## src/lmbs_pkg.sv

```systemverilog
// Shared constants for the logistic map bifurcation sweep.
// No dependencies; used by the top level and the checker.
package lmbs_pkg;

  localparam int FRAC_BITS_DEFAULT  = 16;
  localparam int COUNT_BITS_DEFAULT = 16;
  localparam int CFG_INDEX_BITS     = 3;

  typedef enum logic [CFG_INDEX_BITS-1:0] {
    REG_R_MIN        = 3'd0,
    REG_R_STEP       = 3'd1,
    REG_R_COUNT      = 3'd2,
    REG_X_START      = 3'd3,
    REG_WARMUP_ITERS = 3'd4,
    REG_RECORD_ITERS = 3'd5
  } cfg_reg_t;

endpackage

```

## src/lmbs_mul.sv

```systemverilog
// Shared unsigned multiplier with registered product.
// No package dependencies; instantiated by the sweep top level.
module lmbs_mul #(
  parameter int A_BITS = 19,
  parameter int B_BITS = 17
) (
  input  logic                     clk,
  input  logic [A_BITS-1:0]        a,
  input  logic [B_BITS-1:0]        b,
  output logic [A_BITS+B_BITS-1:0] prod
);

  always_ff @(posedge clk) begin
    prod <= (A_BITS+B_BITS)'(a) * (A_BITS+B_BITS)'(b);
  end

endmodule

```

## src/logistic_map_bifurcation_sweep.sv

```systemverilog
// Logistic map bifurcation sweep generator: sequencer, counters, output register.
// Depends on lmbs_pkg and lmbs_mul.
//
//  channel   | direction | contents
//  s_axis    | in        | tdata[0] restart
//  m_axis    | out       | tdata sample, rate_index, sample_index; tlast last_of_row;
//            |           | tuser last_of_sweep
//  cfg       | in        | register write, index 0..5
//
// A word with restart clear passes through accept, x*(1-x) and r*t on the one
// shared multiplier, then writeback of x. Restart, or a word after the sweep has
// finished, stays in the accept state. rst is synchronous and loads the default
// registers. Input is held off while the output word waits and is not taken.
module logistic_map_bifurcation_sweep #(
  parameter int FRAC_BITS  = lmbs_pkg::FRAC_BITS_DEFAULT,
  parameter int COUNT_BITS = lmbs_pkg::COUNT_BITS_DEFAULT
) (
  input  logic clk,
  input  logic rst,
  input  logic s_axis_tvalid,
  output logic s_axis_tready,
  input  logic [7:0] s_axis_tdata,  // [0] restart
  output logic m_axis_tvalid,
  input  logic m_axis_tready,
  // sample, rate_index, sample_index from bit 0 up, zero padded
  output logic [((FRAC_BITS+1+2*COUNT_BITS+7)/8)*8-1:0] m_axis_tdata,
  output logic m_axis_tlast,        // last_of_row
  output logic m_axis_tuser,        // last_of_sweep
  input  logic cfg_we,
  input  logic [lmbs_pkg::CFG_INDEX_BITS-1:0] cfg_index,
  input  logic [((FRAC_BITS+3 > COUNT_BITS) ? FRAC_BITS+3 : COUNT_BITS)-1:0] cfg_data
);

  localparam int X_BITS = FRAC_BITS + 1;
  localparam int R_BITS = FRAC_BITS + 3;
  localparam int P_BITS = R_BITS + X_BITS;
  localparam int Y_BITS = P_BITS - FRAC_BITS;
  localparam int OUT_W  = ((X_BITS + 2*COUNT_BITS + 7) / 8) * 8;
  localparam logic [X_BITS-1:0] ONE = X_BITS'(1) << FRAC_BITS;
  localparam logic [COUNT_BITS-1:0] CNT_ONE = COUNT_BITS'(1);

  typedef enum logic [1:0] {S_IDLE, S_MUL1, S_MUL2, S_WB} seq_state_t;

  seq_state_t state;

  // configuration registers
  logic [R_BITS-1:0]     r_min, r_step;
  logic [COUNT_BITS-1:0] r_count, warmup_iters, record_iters;
  logic [X_BITS-1:0]     x_start;

  // sweep state
  logic [X_BITS-1:0]     map_value;
  logic [R_BITS-1:0]     current_rate;
  logic [COUNT_BITS-1:0] rate_counter, iteration_counter;
  logic                  in_warmup, sweep_finished, row_adv;

  // output register
  logic                  out_valid, out_last_row, out_last_sweep;
  logic [X_BITS-1:0]     out_sample;
  logic [COUNT_BITS-1:0] out_rate, out_idx;

  logic                  in_fire, restart, out_load;
  logic [X_BITS-1:0]     x_start_sat, y_sat;
  logic [COUNT_BITS-1:0] rec_eff, cnt_eff;
  logic [COUNT_BITS:0]   iter_inc, rate_inc;
  logic                  warm_done, row_end, sweep_end;
  logic [R_BITS:0]       rate_sum;
  logic [R_BITS-1:0]     rate_sat, mul_a;
  logic [X_BITS-1:0]     mul_b;
  logic [P_BITS-1:0]     prod;
  logic [Y_BITS-1:0]     y;

  assign in_fire  = s_axis_tvalid && s_axis_tready;
  assign restart  = s_axis_tdata[0];
  // recorded tick: a sweep word goes into the output register
  assign out_load = in_fire && !restart && !sweep_finished && !in_warmup;

  assign s_axis_tready = (state == S_IDLE) && (!out_valid || m_axis_tready);

  assign x_start_sat = (x_start > ONE) ? ONE : x_start;
  assign rec_eff     = (record_iters == '0) ? CNT_ONE : record_iters;
  assign cnt_eff     = (r_count == '0) ? CNT_ONE : r_count;
  assign iter_inc    = {1'b0, iteration_counter} + (COUNT_BITS+1)'(1);
  assign rate_inc    = {1'b0, rate_counter} + (COUNT_BITS+1)'(1);
  assign warm_done   = iter_inc >= {1'b0, warmup_iters};
  assign row_end     = iter_inc >= {1'b0, rec_eff};
  assign sweep_end   = row_end && (rate_inc >= {1'b0, cnt_eff});

  assign rate_sum = {1'b0, current_rate} + {1'b0, r_step};
  assign rate_sat = rate_sum[R_BITS] ? {R_BITS{1'b1}} : rate_sum[R_BITS-1:0];

  // first pass: x * (ONE - x); second pass: r * t, t taken from the first product
  always_comb begin
    if (state == S_MUL2) begin
      mul_a = current_rate;
      mul_b = {1'b0, prod[2*FRAC_BITS-1:FRAC_BITS]};
    end else begin
      mul_a = R_BITS'(map_value);
      mul_b = ONE - map_value;
    end
  end

  lmbs_mul #(
    .A_BITS(R_BITS),
    .B_BITS(X_BITS)
  ) u_mul (
    .clk  (clk),
    .a    (mul_a),
    .b    (mul_b),
    .prod (prod)
  );

  assign y     = prod[P_BITS-1:FRAC_BITS];
  assign y_sat = (y > Y_BITS'(ONE)) ? ONE : y[X_BITS-1:0];

  always_ff @(posedge clk) begin
    if (rst) begin
      state             <= S_IDLE;
      out_valid         <= 1'b0;
      r_min             <= '0;
      r_step            <= '0;
      r_count           <= CNT_ONE;
      x_start           <= ONE >> 1;
      warmup_iters      <= '0;
      record_iters      <= CNT_ONE;
      map_value         <= ONE >> 1;
      current_rate      <= '0;
      rate_counter      <= '0;
      iteration_counter <= '0;
      in_warmup         <= 1'b0;
      sweep_finished    <= 1'b0;
      row_adv           <= 1'b0;
    end else begin
      if (out_load) begin
        out_valid <= 1'b1;
      end else if (m_axis_tready) begin
        out_valid <= 1'b0;
      end

      if (cfg_we) begin
        unique case (cfg_index)
          lmbs_pkg::REG_R_MIN:        r_min        <= cfg_data[R_BITS-1:0];
          lmbs_pkg::REG_R_STEP:       r_step       <= cfg_data[R_BITS-1:0];
          lmbs_pkg::REG_R_COUNT:      r_count      <= cfg_data[COUNT_BITS-1:0];
          lmbs_pkg::REG_X_START:      x_start      <= cfg_data[X_BITS-1:0];
          lmbs_pkg::REG_WARMUP_ITERS: warmup_iters <= cfg_data[COUNT_BITS-1:0];
          lmbs_pkg::REG_RECORD_ITERS: record_iters <= cfg_data[COUNT_BITS-1:0];
          default: ;
        endcase
      end

      unique case (state)
        S_IDLE: begin
          if (in_fire) begin
            if (restart) begin
              map_value         <= x_start_sat;
              current_rate      <= r_min;
              rate_counter      <= '0;
              iteration_counter <= '0;
              in_warmup         <= warmup_iters != '0;
              sweep_finished    <= 1'b0;
            end else if (!sweep_finished) begin
              state   <= S_MUL1;
              row_adv <= 1'b0;
              if (in_warmup) begin
                if (warm_done) begin
                  in_warmup         <= 1'b0;
                  iteration_counter <= '0;
                end else begin
                  iteration_counter <= iter_inc[COUNT_BITS-1:0];
                end
              end else begin
                out_sample     <= map_value;
                out_rate       <= rate_counter;
                out_idx        <= iteration_counter;
                out_last_row   <= row_end;
                out_last_sweep <= sweep_end;
                if (sweep_end) begin
                  sweep_finished <= 1'b1;
                end else if (row_end) begin
                  // new row: x and rate are reloaded at writeback
                  rate_counter      <= rate_inc[COUNT_BITS-1:0];
                  iteration_counter <= '0;
                  in_warmup         <= warmup_iters != '0;
                  row_adv           <= 1'b1;
                end else begin
                  iteration_counter <= iter_inc[COUNT_BITS-1:0];
                end
              end
            end
          end
        end
        S_MUL1: state <= S_MUL2;
        S_MUL2: state <= S_WB;
        S_WB: begin
          map_value <= row_adv ? x_start_sat : y_sat;
          if (row_adv) begin
            current_rate <= rate_sat;
          end
          state <= S_IDLE;
        end
        default: state <= S_IDLE;
      endcase
    end
  end

  assign m_axis_tvalid = out_valid;
  assign m_axis_tdata  = OUT_W'({out_idx, out_rate, out_sample});
  assign m_axis_tlast  = out_last_row;
  assign m_axis_tuser  = out_last_sweep;

endmodule

```

## config.mk

```make
export PLATFORM = sky130hd
export DESIGN_NAME = logistic_map_bifurcation_sweep
export DESIGN_NICKNAME = d
export VERILOG_FILES = /design/src/lmbs_pkg.sv /design/src/lmbs_mul.sv /design/src/logistic_map_bifurcation_sweep.sv
export SDC_FILE = /design/constraint.sdc
export NUM_CORES = 1
export LEC_CHECK = 0
export BUFFER_PORTS_ARGS = -buffer_cell sky130_fd_sc_hd__buf_4
export CORE_MARGIN = 4
export CORE_UTILIZATION = 45
export DETAILED_ROUTE_END_ITERATION = 10
export PLACE_DENSITY = 0.57
export SLEW_MARGIN = 20
export SYNTH_ARGS = -nofsm -noshare
export SYNTH_HDL_FRONTEND = slang
export SYNTH_HIERARCHICAL = 1
export SYNTH_SLANG_ARGS = --single-unit
```

## constraint.sdc

```tcl
create_clock -name clk -period 8.5 [get_ports clk]
set_clock_uncertainty 0.2 [all_clocks]
set_input_delay 0.85 -clock clk [delete_from_list [all_inputs] [get_ports clk]]
set_output_delay 0.85 -clock clk [all_outputs]
set_load 0.02 [all_outputs]
```

==> metrics.cfg, run 1 <==
[layout]
regArea_mm2=0.00548
multiInputGateArea_mm2=0.0156
fillers=4900
layout_commonest_cell=nand2_1
area_delta_synth_final_pct=8.99
drive_above_1_share_pct=8.23
final_cell_mix=516 x nand2_1, 392 x inv_1, 255 x fa_1
final_core_util_pct=49.9
num-nets-final=3178

[drt]
drcViolationCount=0
vias=18315
ant_nets=0
wire_per_inst_um=18.9
wirelength_um=64000
wl_met1_um=29200
wl_met2_um=29800
top_layer=met4
viasPerCell=5.39
drt_first_pass_iters=6
wl_met3_um=3880
drt_iter0_drc=1272

[synth]
synth_area_mm2=0.0231
avgSynthCellArea_um2=8.59
yosysWarnings=6
netlist_instances=2691

[timing]
holdWs_ns=0.259
rsz0062_at_grt=false
fin_ws_ns=0.485
fin_tns_setup_ns=0
layout_min_cycle_time_ns=8.01
worst_slew_margin_rel_pct=23.3
period_share_pct=94.3
tightest_slew_ns=1.15
finalHoldViolCount=0
fmax_ghz=0.125
slew_viol_final=0
setup_viol=0

[status]
status=finished clean

[placed_design]
gp_congestion=0.931
portBuffers=80
hpwl_um=47100
post-place-ws_ns=0.435

[power_and_ir_drop]
p_per_area_mw_per_mm2=267
p_int_mw=3.45
power.ir.vdd_worst_mv=0.178
pwr-share-comb_pct=62.0
sequentialPowerShare_pct=20.8
p_sw_mw=3.27
power_mw=6.72
p_clk_share_pct=17.2
total_leakage_power_nw=11.4
switching_share_pct=48.7

[clocking]
ctsHoldBuffers=0
clk_pin_slew_ns=0.06
clkLatencyLatePin_ns=0.53
cts_made_buffers=25
root_buffer=clkbuf_16
cts_tree=yes
htree_levels=1
clockBufferDepth=3
cts_num_sinks=248

[floorplan]
die_x_um=235
num_rows=82
core_mm2=0.0505
dieHeight_um=235
ios=95
die-area_mm2=0.0550
initial_utilization_pct=45.8

[setup_path]
cp.arrival_ns=8.23
crit_top_cell=fa_1
crit_fanout=7
critPathSlowestCell=fa_1
crit_type=flop to flop
max_stage_delay_ns=0.55
start_kind=flop
crit_path_end_kind=flop
worstPathRequired_ns=8.71

[global_routing]
grtUsageTotal_pct=22.9
overflow=0
antenna_found_initial=0
grt_start_max_net_pins=79
grt_pass1_wl_um=103000
grt_pass1_vias=18488

[run]
maxCapViolCount=0

[worst_hold_path]
min_path_type=flop to flop

## flip-flops by register name (all words and copies together) (netlist names), 16 cells and up
signal,cells
u_mul/prod,20
current_rate,19
r_min,19
r_step,19
map_value,17
out_sample,17
x_start,17
iteration_counter,16
out_idx,16
out_rate,16
r_count,16
rate_counter,16
record_iters,16
warmup_iters,16
## area by class of cell
class | instances | share of cell area [%]
clock inverter | 12 | 0.566
antenna | 1 | 0.00993
clock buffer | 33 | 2.82
timing repair buffer | 117 | 3.60
inverter | 392 | 5.84
tap | 672 | 3.34
sequential | 248 | 21.7
multi-input combinational | 1921 | 62.1
## power groups by stage
stage          Clock (mW)  Sequential, mW  Combinational, mW
3_5_place_dp            0            1.42               4.15
4_1_cts              1.18            1.40               4.18
6_report             1.15            1.40               4.16
3_3_place_gp            0            1.42               4.11
2_1_floorplan           0            1.41               2.95
5_1_grt              1.22            1.41               4.71
## through the flow
| step | instance area, µm² | cells |
|---|---|---|
| floorplan | 23100 | 2697 |
| finish | 25200 | 3396 |
| global placement | 24300 | 3349 |
| detailed placement | 24300 | 3349 |
| global route | 25200 | 3395 |
| CTS | 25200 | 3394 |
## routing by layer
layer | track usage, % | up-vias
li1 | - | 8759
met3 | 4.02 | 67
met2 | 37.3 | 457
met4 | 4.62 | 0
met5 | 0 | -
met1 | 32.5 | 9032
## final timing paths
| check | from | to | cells past startpoint | slack (ns) |
|---|---|---|---|---|
| min reg2reg | r_min[4]$_SDFFE_PP0P_ | r_min[4]$_SDFFE_PP0P_ | 2 | 0.26 |
| max | map_value[1]$_SDFFE_PP0P_ | u_mul/prod[32]$_DFF_P_ | 27 | 0.49 |
| max reg2reg | map_value[1]$_SDFFE_PP0P_ | u_mul/prod[32]$_DFF_P_ | 27 | 0.49 |
| min | r_min[4]$_SDFFE_PP0P_ | r_min[4]$_SDFFE_PP0P_ | 2 | 0.26 |
## critical path: cells and delay by family (launching register included)
family / cells / cell delay [ns]
AOI/OAI and AO/OA: 5 / 1.26
DFF: 1 / 0.33
adders and majority gates: 8 / 3.72
xor gates and xnor gates: 1 / 0.11
buffers and inverters: 5 / 0.51
and+or+nand+nor: 8 / 1.74
## timing repair
item,4_1_cts,5_1_grt
buffers inserted,0,0
setup endpoints to repair,0,4
resized for setup,0,2
Note: power is estimated with default switching activity, not from simulation.
==> run 2, diff against run 1 <==
--- a/config.mk
+++ b/config.mk
@@ -9,6 +9,7 @@
 export CORE_MARGIN = 4
 export CORE_UTILIZATION = 45
 export DETAILED_ROUTE_END_ITERATION = 10
+export MAX_ROUTING_LAYER = met4
 export PLACE_DENSITY = 0.57
 export SLEW_MARGIN = 20
 export SYNTH_ARGS = -nofsm -noshare
==> run 2 against run 1 <==
Non-clock buffer count is the same. Die area is the same. Global-route usage grew 0.83 points. Final cell count is essentially flat. Core utilization shrank 0.14 points. Largest cell class unchanged. Highest routed layer unchanged. First-iteration DRC count grew 4.9%. Largest power group unchanged. Flip-flop and latch count is the same.
==> metrics.cfg, run 2 (synthesis gave the netlist of run 1 again) <==
[setup_path]
startpoint=map_value[0]$_SDFFE_PP0P_
max_stage_delay_ns=0.55  ; about the same
reg2reg_from=map_value[0]$_SDFFE_PP0P_
worstPathRequired_ns=8.72  ; about the same
critPathSlowestCell=fa_1
crit_buf_inv=5  ; unchanged
path_delay_family=adder cells
reg2reg_to=u_mul/prod[32]$_DFF_P_
crit_path_end_kind=flop
cp.arrival_ns=8.13  ; -0.10 ns
start_kind=flop
crit_type=flop to flop
crit_fanout=19  ; +12
crit_top_cell=fa_1
r2r_setup_slack_ns=0.58  ; +0.10 ns
path_depth=27  ; unchanged
reg2reg_depth=27  ; unchanged

[layout]
antenna_cells=0  ; -1
fillers=4899  ; -0.020%
drive_above_1_share_pct=7.82  ; -0.40 points
final_cell_mix=516 x nand2_1, 392 x inv_1, 255 x fa_1
area_delta_synth_final_pct=8.69
layout_commonest_cell=nand2_1
stdcell_count=3395  ; -0.029%
largest_register_ffs=20  ; unchanged
num-nets-final=3178  ; unchanged
largest-register=u_mul/prod

[floorplan]
die_x_um=235  ; unchanged
dieHeight_um=235  ; unchanged
die-area_mm2=0.0550  ; unchanged
num_rows=82  ; unchanged
core_mm2=0.0505  ; unchanged
ios=95  ; unchanged
initial_utilization_pct=45.8  ; unchanged

[timing]
slew_viol_final=0  ; unchanged
period_share_pct=93.1  ; -1.2 points
fmax_ghz=0.126  ; +1.2%
worst_slew_margin_rel_pct=23.1  ; -0.16 points
tightest_slew_ns=1.15  ; +0.00227 ns
fin_tns_setup_ns=0  ; unchanged
rsz0062_at_grt=false
setup_viol=0  ; unchanged
finalHoldViolCount=0  ; unchanged
holdWs_ns=0.260  ; +0.00125 ns
layout_min_cycle_time_ns=7.92  ; -0.0981 ns

[clocking]
cts_tree=yes
clkLatencyLatePin_ns=0.53  ; about the same
clockBufferDepth=3  ; unchanged
htree_levels=1  ; unchanged
cts_num_sinks=248  ; unchanged
ctsHoldBuffers=0  ; unchanged
root_buffer=clkbuf_16
postCtsSetupRepairBufs=0  ; unchanged
clk_pin_slew_ns=0.06  ; about the same
cts_resized=0  ; unchanged
cts_made_buffers=25  ; unchanged

[drt]
wire_per_inst_um=19.0  ; +0.78%
viasPerCell=5.44  ; +0.92%
ant_nets=0  ; unchanged
wirelength_um=64500  ; +0.75%
drt_first_pass_iters=6  ; unchanged
drt_iter0_drc=1334  ; +4.9%
vias=18478  ; +0.89%
drcViolationCount=0  ; unchanged

[global_routing]
grt_pass1_vias=18697  ; +1.1%
grtUsageTotal_pct=23.8  ; +0.83 points
grt_pass1_wl_um=104000  ; +0.89%
overflow=0  ; unchanged
antenna_found_initial=0  ; unchanged
grt_start_max_net_pins=76  ; -3.8%

[power_and_ir_drop]
p_per_area_mw_per_mm2=264  ; -0.99%
total_leakage_power_nw=11.4  ; -0.34%
power.ir.vdd_worst_mv=0.226  ; +27%

[worst_hold_path]
whs_endpoint=r_min[15]$_SDFFE_PP0P_
min_path_type=flop to flop
hold_depth=2  ; unchanged
worstHoldStart=r_min[15]$_SDFFE_PP0P_

[placed_design]
hpwl_um=47600  ; +1.1%
post-place-cells=3350  ; +0.030%
gp_congestion=0.902  ; -3.1%
portBuffers=80  ; unchanged

[run]
maxCapViolCount=0  ; unchanged

[status]
status=finished clean

## run 2: metrics by stage
step	area, µm²	power, mW	util (%)	setup slack (ns)
finish	25100	6.63	49.8	0.583
global route	25100	7.25	49.8	0.161
CTS	25100	6.67	49.7	0.540
detailed placement	24300	5.54	48.2	0.567
global placement	24300	5.51	48.2	0.614
floorplan	23100	4.36	-	0.659
## run 2: routing by layer
metal	share of wire, %	up-vias	track usage (%)
met5	0	-	-
met4	1.8	0	3.83
met3	5.1	79	3.10
met2	47	473	38.2
met1	46	9160	33.0
li1	-	8766	-
## run 2: cell type report
type	count	area, µm²	area share [%]
multi-input cells	1921	15600	62.2
flip-flops and latches	248	5480	21.8
repair buffers	117	903	3.60
inverters	392	1470	5.86
clock buffers	34	689	2.74
clock inverters	11	108	0.428
well taps	672	841	3.35
## run 2: worst register-to-register path, delay by kind of cell (launching register included)
kind	cells	cell delay, ns
AOI/OAI and AO/OA	5	1.25
xor gates and xnor gates	1	0.11
adders and majority gates	8	3.68
buffers and inverters	5	0.46
DFF	1	0.34
and+or+nand+nor	8	1.78
## run 2: worst max path at each step
stage                                        end  slack (ns)
after floorplan           u_mul/prod[32]$_DFF_P_        0.66
final                     u_mul/prod[32]$_DFF_P_        0.58
after CTS                 u_mul/prod[32]$_DFF_P_        0.54
after detailed placement  u_mul/prod[32]$_DFF_P_        0.57
after global placement    u_mul/prod[32]$_DFF_P_        0.61
after global routing      u_mul/prod[34]$_DFF_P_        0.16
## run 2: report_power, final
part / switching [mW] / internal [mW]
clock network: 0.477 / 0.629
logic: 2.70 / 1.43
registers: 0.0861 / 1.31
total: 3.26 / 3.37
